$ cat src/rtl/core/mrd_pkg.sv
// ----------------------------------------------------------------------------
// mrd_pkg
// Types and constants shared by the motor reply deframer modules.
// ----------------------------------------------------------------------------
package mrd_pkg;

   localparam logic [7:0] HEAD_BYTE        = 8'h3E;
   localparam logic [7:0] CMD_STATUS_FIRST = 8'hA1;
   localparam logic [7:0] CMD_STATUS_LAST  = 8'hA8;
   localparam logic [7:0] CMD_ANGLE_MULTI  = 8'h92;
   localparam logic [7:0] CMD_ANGLE_SINGLE = 8'h94;

   // byte position within a frame, 0 means waiting for a head byte
   localparam int POS_W = 5;
   localparam logic [POS_W-1:0] POS_IDLE    = 5'd0;
   localparam logic [POS_W-1:0] POS_CMD     = 5'd1;
   localparam logic [POS_W-1:0] POS_ID      = 5'd2;
   localparam logic [POS_W-1:0] POS_LEN     = 5'd3;
   localparam logic [POS_W-1:0] POS_HDR_SUM = 5'd4;
   localparam logic [POS_W-1:0] POS_PAYLOAD = 5'd5;

   // only the first payload bytes are ever decoded
   localparam int PAYLOAD_KEEP = 8;
   localparam int PAY_IDX_W    = $clog2(PAYLOAD_KEEP);

   typedef enum logic [1:0] {
      STAT_GOOD     = 2'd0,
      STAT_HDR_SUM  = 2'd1,
      STAT_PAY_SUM  = 2'd2,
      STAT_TOO_LONG = 2'd3
   } status_type;

   typedef enum logic [1:0] {
      KIND_OTHER        = 2'd0,
      KIND_STATUS       = 2'd1,
      KIND_MULTI_TURN   = 2'd2,
      KIND_SINGLE_TURN  = 2'd3
   } kind_type;

   typedef struct packed {
      logic [7:0]                         command;
      logic [7:0]                         device_id;
      logic [7:0]                         payload_length;
      logic [PAYLOAD_KEEP-1:0][7:0]       payload;
   } frame_type;

   typedef struct packed {
      status_type         status;
      logic [7:0]         command;
      logic [7:0]         device_id;
      logic [7:0]         payload_length;
      kind_type           reply_kind;
      logic signed [7:0]  temperature;
      logic signed [15:0] current_raw;
      logic signed [15:0] speed_raw;
      logic [15:0]        encoder_position;
      logic signed [63:0] angle_raw;
   } rsp_type;

endpackage

$ cat src/rtl/core/mrd_decode.sv
// ----------------------------------------------------------------------------
// mrd_decode
// Turns the stored header and payload of a finished frame into result fields.
// ----------------------------------------------------------------------------
module mrd_decode (
   input  mrd_pkg::status_type status,
   input  mrd_pkg::frame_type  frame,
   output mrd_pkg::rsp_type    result
);
   import mrd_pkg::*;

   logic [PAYLOAD_KEEP-1:0][7:0] pay;

   // bytes beyond the received length read as zero
   always_comb begin
      for (int i = 0; i < PAYLOAD_KEEP; i++) begin
         pay[i] = (8'(i) < frame.payload_length) ? frame.payload[i] : 8'h00;
      end
   end

   always_comb begin
      result                  = '0;
      result.status           = status;
      result.command          = frame.command;
      result.device_id        = frame.device_id;
      result.payload_length   = frame.payload_length;
      result.reply_kind       = KIND_OTHER;
      if (status == STAT_GOOD) begin
         priority if (frame.command >= CMD_STATUS_FIRST &&
                      frame.command <= CMD_STATUS_LAST) begin
            result.reply_kind       = KIND_STATUS;
            result.temperature      = pay[0];
            result.current_raw      = {pay[2], pay[1]};
            result.speed_raw        = {pay[4], pay[3]};
            result.encoder_position = {pay[6], pay[5]};
         end else if (frame.command == CMD_ANGLE_MULTI) begin
            result.reply_kind = KIND_MULTI_TURN;
            result.angle_raw  = {pay[7], pay[6], pay[5], pay[4],
                                 pay[3], pay[2], pay[1], pay[0]};
         end else if (frame.command == CMD_ANGLE_SINGLE) begin
            result.reply_kind = KIND_SINGLE_TURN;
            result.angle_raw  = {32'h0, pay[3], pay[2], pay[1], pay[0]};
         end else begin
            result.reply_kind = KIND_OTHER;
         end
      end
   end

endmodule

$ cat src/rtl/core/mrd_frame_ctrl.sv
// ----------------------------------------------------------------------------
// mrd_frame_ctrl
// Frame position tracking, running sum, header and payload storage.
// ----------------------------------------------------------------------------
module mrd_frame_ctrl #(
   parameter int MAX_FRAME = 30
) (
   input  logic                clock,
   input  logic                reset,
   input  logic                step,
   input  logic [7:0]          rx_byte,
   output logic                emit,
   output mrd_pkg::status_type status,
   output mrd_pkg::frame_type  frame
);
   import mrd_pkg::*;

   localparam logic [7:0] MAX_LEN = 8'(MAX_FRAME - 6);

   logic [POS_W-1:0] pos_ff, pos_in;
   logic [7:0]       sum_ff, sum_in;
   frame_type        frame_ff, frame_in;
   logic [POS_W-1:0] pay_off;

   assign pay_off = pos_ff - POS_PAYLOAD;

   always_comb begin
      pos_in   = pos_ff;
      sum_in   = sum_ff;
      frame_in = frame_ff;
      emit     = 1'b0;
      status   = STAT_GOOD;
      if (step) begin
         priority if (rx_byte == HEAD_BYTE) begin
            pos_in = POS_CMD;
            sum_in = HEAD_BYTE;
         end else if (pos_ff == POS_IDLE) begin
            pos_in = POS_IDLE;
         end else if (pos_ff <= POS_LEN) begin
            unique case (pos_ff)
               POS_CMD: frame_in.command        = rx_byte;
               POS_ID:  frame_in.device_id      = rx_byte;
               default: frame_in.payload_length = rx_byte;
            endcase
            sum_in = sum_ff + rx_byte;
            pos_in = pos_ff + 5'd1;
         end else if (pos_ff == POS_HDR_SUM) begin
            pos_in = POS_IDLE;
            priority if (rx_byte != sum_ff) begin
               emit   = 1'b1;
               status = STAT_HDR_SUM;
            end else if (frame_ff.payload_length > MAX_LEN) begin
               emit   = 1'b1;
               status = STAT_TOO_LONG;
            end else begin
               sum_in = 8'h00;
               pos_in = POS_PAYLOAD;
            end
         end else if (9'(pos_ff) == 9'(frame_ff.payload_length) + 9'(POS_PAYLOAD)) begin
            // payload sum byte closes the frame
            pos_in = POS_IDLE;
            emit   = 1'b1;
            status = (rx_byte != sum_ff) ? STAT_PAY_SUM : STAT_GOOD;
         end else begin
            if (pay_off < 5'(PAYLOAD_KEEP)) begin
               frame_in.payload[pay_off[PAY_IDX_W-1:0]] = rx_byte;
            end
            sum_in = sum_ff + rx_byte;
            pos_in = pos_ff + 5'd1;
         end
      end
   end

   always_ff @(posedge clock) begin
      if (reset) begin
         pos_ff <= POS_IDLE;
         sum_ff <= 8'h00;
      end else begin
         pos_ff <= pos_in;
         sum_ff <= sum_in;
      end
   end

   always_ff @(posedge clock) begin
      frame_ff <= frame_in;
   end

   assign frame = frame_ff;

endmodule

$ cat src/rtl/core/motor_reply_deframer.sv
// ----------------------------------------------------------------------------
// motor_reply_deframer
// Byte stream deframer for motor reply frames with additive checksums.
// ----------------------------------------------------------------------------
// Takes one received byte per word and gives at most one result per frame:
// after the payload sum byte, or right after a bad header sum or an oversize
// length. A 0x3E byte always restarts a frame. Each byte goes through an input
// register and then the framing and decode logic into the result register, so
// the block takes a byte every cycle while it does not stall. It stalls only
// while the result register holds a word that rsp_tready has not taken.
module motor_reply_deframer #(
   parameter int MAX_FRAME = 30
) (
   input  logic         clock,
   input  logic         reset,
   input  logic         req_tvalid,
   output logic         req_tready,
   input  logic [7:0]   req_tdata,   // rx_byte
   output logic         rsp_tvalid,
   input  logic         rsp_tready,
   // command, device_id, payload_length, temperature, current_raw,
   // speed_raw, encoder_position, angle_raw
   output logic [143:0] rsp_tdata,
   output logic [3:0]   rsp_tuser    // status, reply_kind
);
   import mrd_pkg::*;

   logic       in_valid_ff, in_valid_in;
   logic [7:0] in_byte_ff;
   logic       out_valid_ff, out_valid_in;
   rsp_type    out_ff;
   logic       out_free;
   logic       step;
   logic       emit;
   status_type status;
   frame_type  frame;
   rsp_type    result;

   assign out_free   = !out_valid_ff || rsp_tready;
   assign step       = in_valid_ff && out_free;
   assign req_tready = !in_valid_ff || out_free;

   mrd_frame_ctrl #(
      .MAX_FRAME (MAX_FRAME)
   ) u_ctrl (
      .clock   (clock),
      .reset   (reset),
      .step    (step),
      .rx_byte (in_byte_ff),
      .emit    (emit),
      .status  (status),
      .frame   (frame)
   );

   mrd_decode u_decode (
      .status (status),
      .frame  (frame),
      .result (result)
   );

   always_comb begin
      in_valid_in = in_valid_ff;
      if (req_tvalid && req_tready) begin
         in_valid_in = 1'b1;
      end else if (step) begin
         in_valid_in = 1'b0;
      end
      out_valid_in = out_valid_ff;
      if (step && emit) begin
         out_valid_in = 1'b1;
      end else if (rsp_tready) begin
         out_valid_in = 1'b0;
      end
   end

   always_ff @(posedge clock) begin
      if (reset) begin
         in_valid_ff  <= 1'b0;
         out_valid_ff <= 1'b0;
      end else begin
         in_valid_ff  <= in_valid_in;
         out_valid_ff <= out_valid_in;
      end
   end

   always_ff @(posedge clock) begin
      if (req_tvalid && req_tready) begin
         in_byte_ff <= req_tdata;
      end
      if (step && emit) begin
         out_ff <= result;
      end
   end

   assign rsp_tvalid = out_valid_ff;
   assign rsp_tdata  = {out_ff.angle_raw, out_ff.encoder_position, out_ff.speed_raw,
                        out_ff.current_raw, out_ff.temperature, out_ff.payload_length,
                        out_ff.device_id, out_ff.command};
   assign rsp_tuser  = {out_ff.reply_kind, out_ff.status};

endmodule

$ cat config.mk
export PLATFORM = sky130hd
export DESIGN_NAME = motor_reply_deframer
export DESIGN_NICKNAME = d
export VERILOG_FILES = /design/src/rtl/core/mrd_pkg.sv /design/src/rtl/core/mrd_decode.sv /design/src/rtl/core/mrd_frame_ctrl.sv /design/src/rtl/core/motor_reply_deframer.sv
export SDC_FILE = /design/constraint.sdc
export NUM_CORES = 1
export LEC_CHECK = 0
export BUFFER_PORTS_ARGS = -buffer_cell sky130_fd_sc_hd__buf_2
export CAP_MARGIN = 20
export CORE_MARGIN = 1.5
export CORE_UTILIZATION = 51
export DETAILED_ROUTE_END_ITERATION = 16
export PLACE_DENSITY_LB_ADDON = 0.15
export SLEW_MARGIN = 20
export SYNTH_ARGS = -nofsm -noshare
export SYNTH_HDL_FRONTEND = slang
export SYNTH_SLANG_ARGS = --single-unit
$ cat constraint.sdc
create_clock -name clock -period 12.1 [get_ports clock]
set_clock_uncertainty 0.05 [all_clocks]
set_input_delay 3.63 -clock clock [delete_from_list [all_inputs] [get_ports clock]]
set_output_delay 3.63 -clock clock [all_outputs]
set_load 0.03 [all_outputs]
Word-level counts from Yosys, hierarchy flattened:

Index checks and enable logic that the tools add are counted.

* bits in registers: 259
* input port bits: 12
* output and inout port bits: 150

* add/subtract/negate cells: 4
* order comparisons: 15
* equality and inequality tests: 12
* mux-type cells: 51
* bitwise logic cells: 7
* reductions and logical operators: 21

Operators by type and width (count)
* $mux W8: 16
* $bwmux W64: 1
* $mux W64: 1
* $lt A3 B8 Y1 const A: 4
* $mux W32: 1
* $mux W5: 6
* $demux W8 S3: 1
* $mux W2: 11
* $reduce_and A5 Y1: 4
* $eq A8 B8 Y1 const B: 2
* $lt A1 B8 Y1 const A: 2
* $lt A2 B8 Y1 const A: 2
* $mux W1: 13
* $add A8 B3 Y9 const B: 1
* $eq A5 B9 Y1: 1
* $add A8 B8 Y8: 1
* $eq A8 B6 Y1 const B: 1
* $ge A8 B8 Y1 const B: 1
* $gt A8 B5 Y1 const B: 1
* $le A8 B8 Y1 const B: 1
* $ne A4 B2 Y1 const B: 2
* $ne A8 B8 Y1: 1
* $not A1 Y1: 7
* $reduce_and A7 Y1: 1
* other kinds (20): 28

Logic depth before layout (Yosys ltp):

* word-level depth: 11
* mapped depth: 11

Modules after synthesis:

Synthesis repeated with hierarchy kept, for this count alone.

* cells, all modules: 642
* area total of the unflattened synthesis: 10169.8 um^2

By module, submodules not included
* motor_reply_deframer: times used 1, cells each 167, area each 4787.1 um^2, seq. area each 4724.5 um^2
* mrd_frame_ctrl: times used 1, cells each 281, area each 4073.9 um^2, seq. area each 2902.8 um^2
* mrd_decode: times used 1, cells each 194, area each 1308.8 um^2, seq. area each 0.0 um^2

Worst setup path before layout:

Ideal clock, no wire load.

* kind: input-to-reg
* start point: input port rsp_tready
* end point: register out_ff (netlist bit rsp_tdata[0]), enable pin
* data arrival time: 11288 ps
* data required time: 11344 ps
* setup slack: 56 ps
* stages: 4
* cell sequence: nand2b_1 > and3_4 > nand3_2 > a21oi_1

* longest elaborated chain between the ends: 4

Ends and longest elaborated chain
* start, declared: line motor_reply_deframer.sv:20 `input logic rsp_tready,`
* $logic_or A1 B1 Y1 *: line motor_reply_deframer.sv:39 `assign out_free = !out_valid_ff || rsp_tready;`
* $logic_and A1 B1 Y1 *: line motor_reply_deframer.sv:40 `assign step = in_valid_ff && out_free;`
* $mux W1: line mrd_frame_ctrl.sv:33 `if (step) begin`
* $logic_and A1 B1 Y1 *: line motor_reply_deframer.sv:90 `if (step && emit) begin`
* end signal, assigned: line motor_reply_deframer.sv:91 `out_ff <= result;`
* end, declared: line motor_reply_deframer.sv:31 `rsp_type out_ff;`

Every way passes the cells marked *; elsewhere a longest branch is shown, timed or not.
A chain may end at the register's enable or synchronous reset.

Worst setup path in the final report:

* start point: input port rsp_tready
* end point: output port req_tready

* longest elaborated chain between the ends: 2

Ends and longest elaborated chain
* $logic_or A1 B1 Y1: line motor_reply_deframer.sv:39
* $logic_or A1 B1 Y1: line motor_reply_deframer.sv:41 `assign req_tready = !in_valid_ff || out_free;`
* end, declared: line motor_reply_deframer.sv:17 `output logic req_tready,`

No other way between the ends.

==> results by group <==
Run status
  • Status: finished clean

Finish
  • Ant diodes: 0
  • Area Growth Syn to Fin: 18.84%
  • Fin cells: 1066
  • Layout cells sized above 1: 28.09%
  • Commonest non-fill, non-tap cell in the layout: edfxtp_1
  • Most frequent cells in the layout: 244 x edfxtp_1, 161 x buf_2, 127 x and3_1
  • Nets@finish: 810

CTS
  • CTS tree: done
  • Skew-Pair Late Insertion Delay: 500 ps
  • CTS Sinks: 259
  • Clock slew seen by the registers of the worst setup and hold paths: 60 ps
  • Post-CTS Setup Bufs: 0
  • Cells resized by post-CTS repair: 0
  • Clk root buf: clkbuf_16
  • Cts hold-fix bufs: 0
  • Num CTS Buffers: 25
  • Clk buf depth: 3
  • H-tree depth: 1

Detailed routing
  • Avg Vias per Cell: 5.490
  • Total wire length: 20330 um
  • Total number of vias: between 5000 and 6000
  • Starting DRT DRC Count: 465
  • Routed len/inst: 19.07 um
  • Antenna Nets Post-Route: 0
  • DRC: 0
  • Drt pass-1 iters: 5

Timing
  • TNS Setup: 0 ps
  • Crit share post-route: 65.18%
  • RSZ-0062 raised after global routing: no
  • Tmin final: 7886 ps
  • Final hold viol count: 0
  • Final setup viols: 0
  • Worst slew margin: 29.77%
  • Fmax: 126.8 MHz
  • Actual slew at the worst max-slew pin: 1045 ps
  • Fin worst setup slack: roughly 4200 ps
  • Worst hold slack: 369.3 ps
  • Final Slew Violations: 0

Place
  • RePlAce Congestion: approximately 0.9
  • IO buf count: roughly 160
  • Setup WS pre-CTS: 4202 ps
  • Dpl hpwl: 13100 um
  • Placed insts: 1019

GRT
  • Vias in the first global route: 5542
  • Antenna violations before repair: 0
  • Largest net degree at the start of global routing: just under 100
  • Global Route Usage Sum: 19.83%
  • Grt total ovfl: 0
  • First-pass GRT wire length: 30680 um

Floorplan
  • Die height: roughly 140 um
  • DIE WIDTH: 143.6 um
  • I/O pin count: 162
  • Site row count: 51
  • Die area: between 20000 and 25000 um^2
  • Initial core utilization: about half
  • Core area: 19400 um^2

Setup path
  • Crit path DAT: between 4000 and 5000 ps
  • Crit-path max FO: 3
  • Crit end category: output port
  • Critical path launch point type: input port
  • Critical path class: input port to output port
  • CP required: about 8400 ps

Yosys
  • #FFs+latches synth: 259
  • Post-synth ARST share: 0%
  • Synth Net Count: 644
  • Yosys warning total: 0
  • Cells after synthesis: 617
  • Post-synth EDFFs: 244
  • Area of the mapped netlist: a little over 10000 um^2
  • Sequential share of the synthesized area: 75.71%
  • Syn avg cell area: between 15 and 20 um^2
  • Post-synthesis cell type count: 63
  • Top FF cell, synth: edfxtp_1

Run
  • Max cap viols: 0

Hold path
  • HP Class: register to register

Power
  • Lkg Pwr: 0.004312 uW
  • Largest vdd supply drop: 127.7 uV
  • PD cells: ~150 nW/um^2
per-stage QoR:
stage / utilization, % / total power [uW] / area [um^2]
after global placement: 57.22 / 1021 / 11100
after CTS: 61.57 / 1798 / 11940
after detailed placement: 57.22 / 1022 / 11100
final: 61.72 / 1783 / 11970
after floorplan: - / 1008 / 10070
after global routing: 61.72 / 1833 / 11970
final cells by class:
class                   count  area [um^2]
well taps                 265        331.6
clock inverters             6        106.4
repair buffers            168        867.1
clock buffers              39        738.2
flip-flops and latches    259         7627
inverters                  14        52.55
fillers                  1509         7426
multi-input cells         315         2250
worst paths after layout:
path | from | endpoint | slack (ps) | depth (start not counted)
worst max-delay path | rsp_tready | req_tready | 4210 | 4
worst min-delay path | u_ctrl.frame[75] | rsp_tdata[11] | 370 | 0
worst max register to register | in_byte_ff[3] | rsp_tdata[124] | 8490 | 8
worst min register to register | u_ctrl.frame[75] | rsp_tdata[11] | 370 | 0
routing by layer:
metal / track usage, % / part of all wire [%] / up-vias
li1: - / - / 2723
met1: 27.50 / 42 / 2879
met2: 32.44 / 49 / 217
met3: 2.832 / 6.2 / 33
met4: 6.713 / 2.5 / 0
met5: 0 / 0 / -
sequential cells by signal, indices dropped and copies added (netlist names):
name and count:
u_ctrl.sum_ff 8, in_byte_ff 8, rsp_tdata 144, rsp_tuser 4, in_valid_ff 1, u_ctrl.frame 88
rsp_tvalid 1, u_ctrl.pos_ff 5
kinds of logic (layout without fill, tap and decap cells):
| family | count (synthesis) | in the layout | share of synthesized area [%] |
|---|---|---|---|
| AO/OA/AOI/OAI | 64 | 64 | 5.142 |
| buffers and inverters | 43 | 227 | 2.384 |
| XOR/XNOR | 18 | 18 | 1.565 |
| AND/OR/NAND/NOR | 218 | 218 | 13.26 |
| adder cells (fa/ha/maj) | 15 | 15 | 1.937 |
| flip-flops | 259 | 259 | 75.71 |
power by group:
part | total (uW) | internal [uW] | switching (uW)
registers | 991 | 976 | 14.8
logic | 12.2 | 5.12 | 7.06
clock network | 780 | 481 | 299
cell usage after synthesis, types with 3 or more instances:
| cell | instances | share of area, % |
|---|---|---|
| nand3b_1 | 4 | 0.30 |
| or3_1 | 5 | 0.31 |
| ha_1 | 14 | 1.7 |
| clkbuf_1 | 13 | 0.48 |
| nor2b_1 | 6 | 0.37 |
| o211ai_1 | 5 | 0.37 |
| inv_1 | 14 | 0.52 |
| a21oi_1 | 18 | 0.89 |
| nor3_1 | 12 | 0.60 |
| nor3b_1 | 3 | 0.22 |
| and3_1 | 127 | 7.9 |
| a21o_1 | 5 | 0.37 |
| dfxtp_1 | 15 | 3.0 |
| a211oi_1 | 5 | 0.37 |
| nor2_1 | 12 | 0.45 |
| buf_2 | 5 | 0.25 |
| xnor2_1 | 12 | 1.0 |
| nand3_1 | 9 | 0.45 |
| xor2_1 | 6 | 0.52 |
| buf_6 | 9 | 1.0 |
| nand2_1 | 16 | 0.60 |
| edfxtp_1 | 244 | 73 |
| and2_1 | 4 | 0.25 |
| o21ai_0 | 7 | 0.35 |
critical path, stage by stage:
cell	delay (ps)
buf_2	100
nor2b_1	190
nand2_1	100
buf_2	190
No activity file was read; power rests on OpenSTA's default activity.
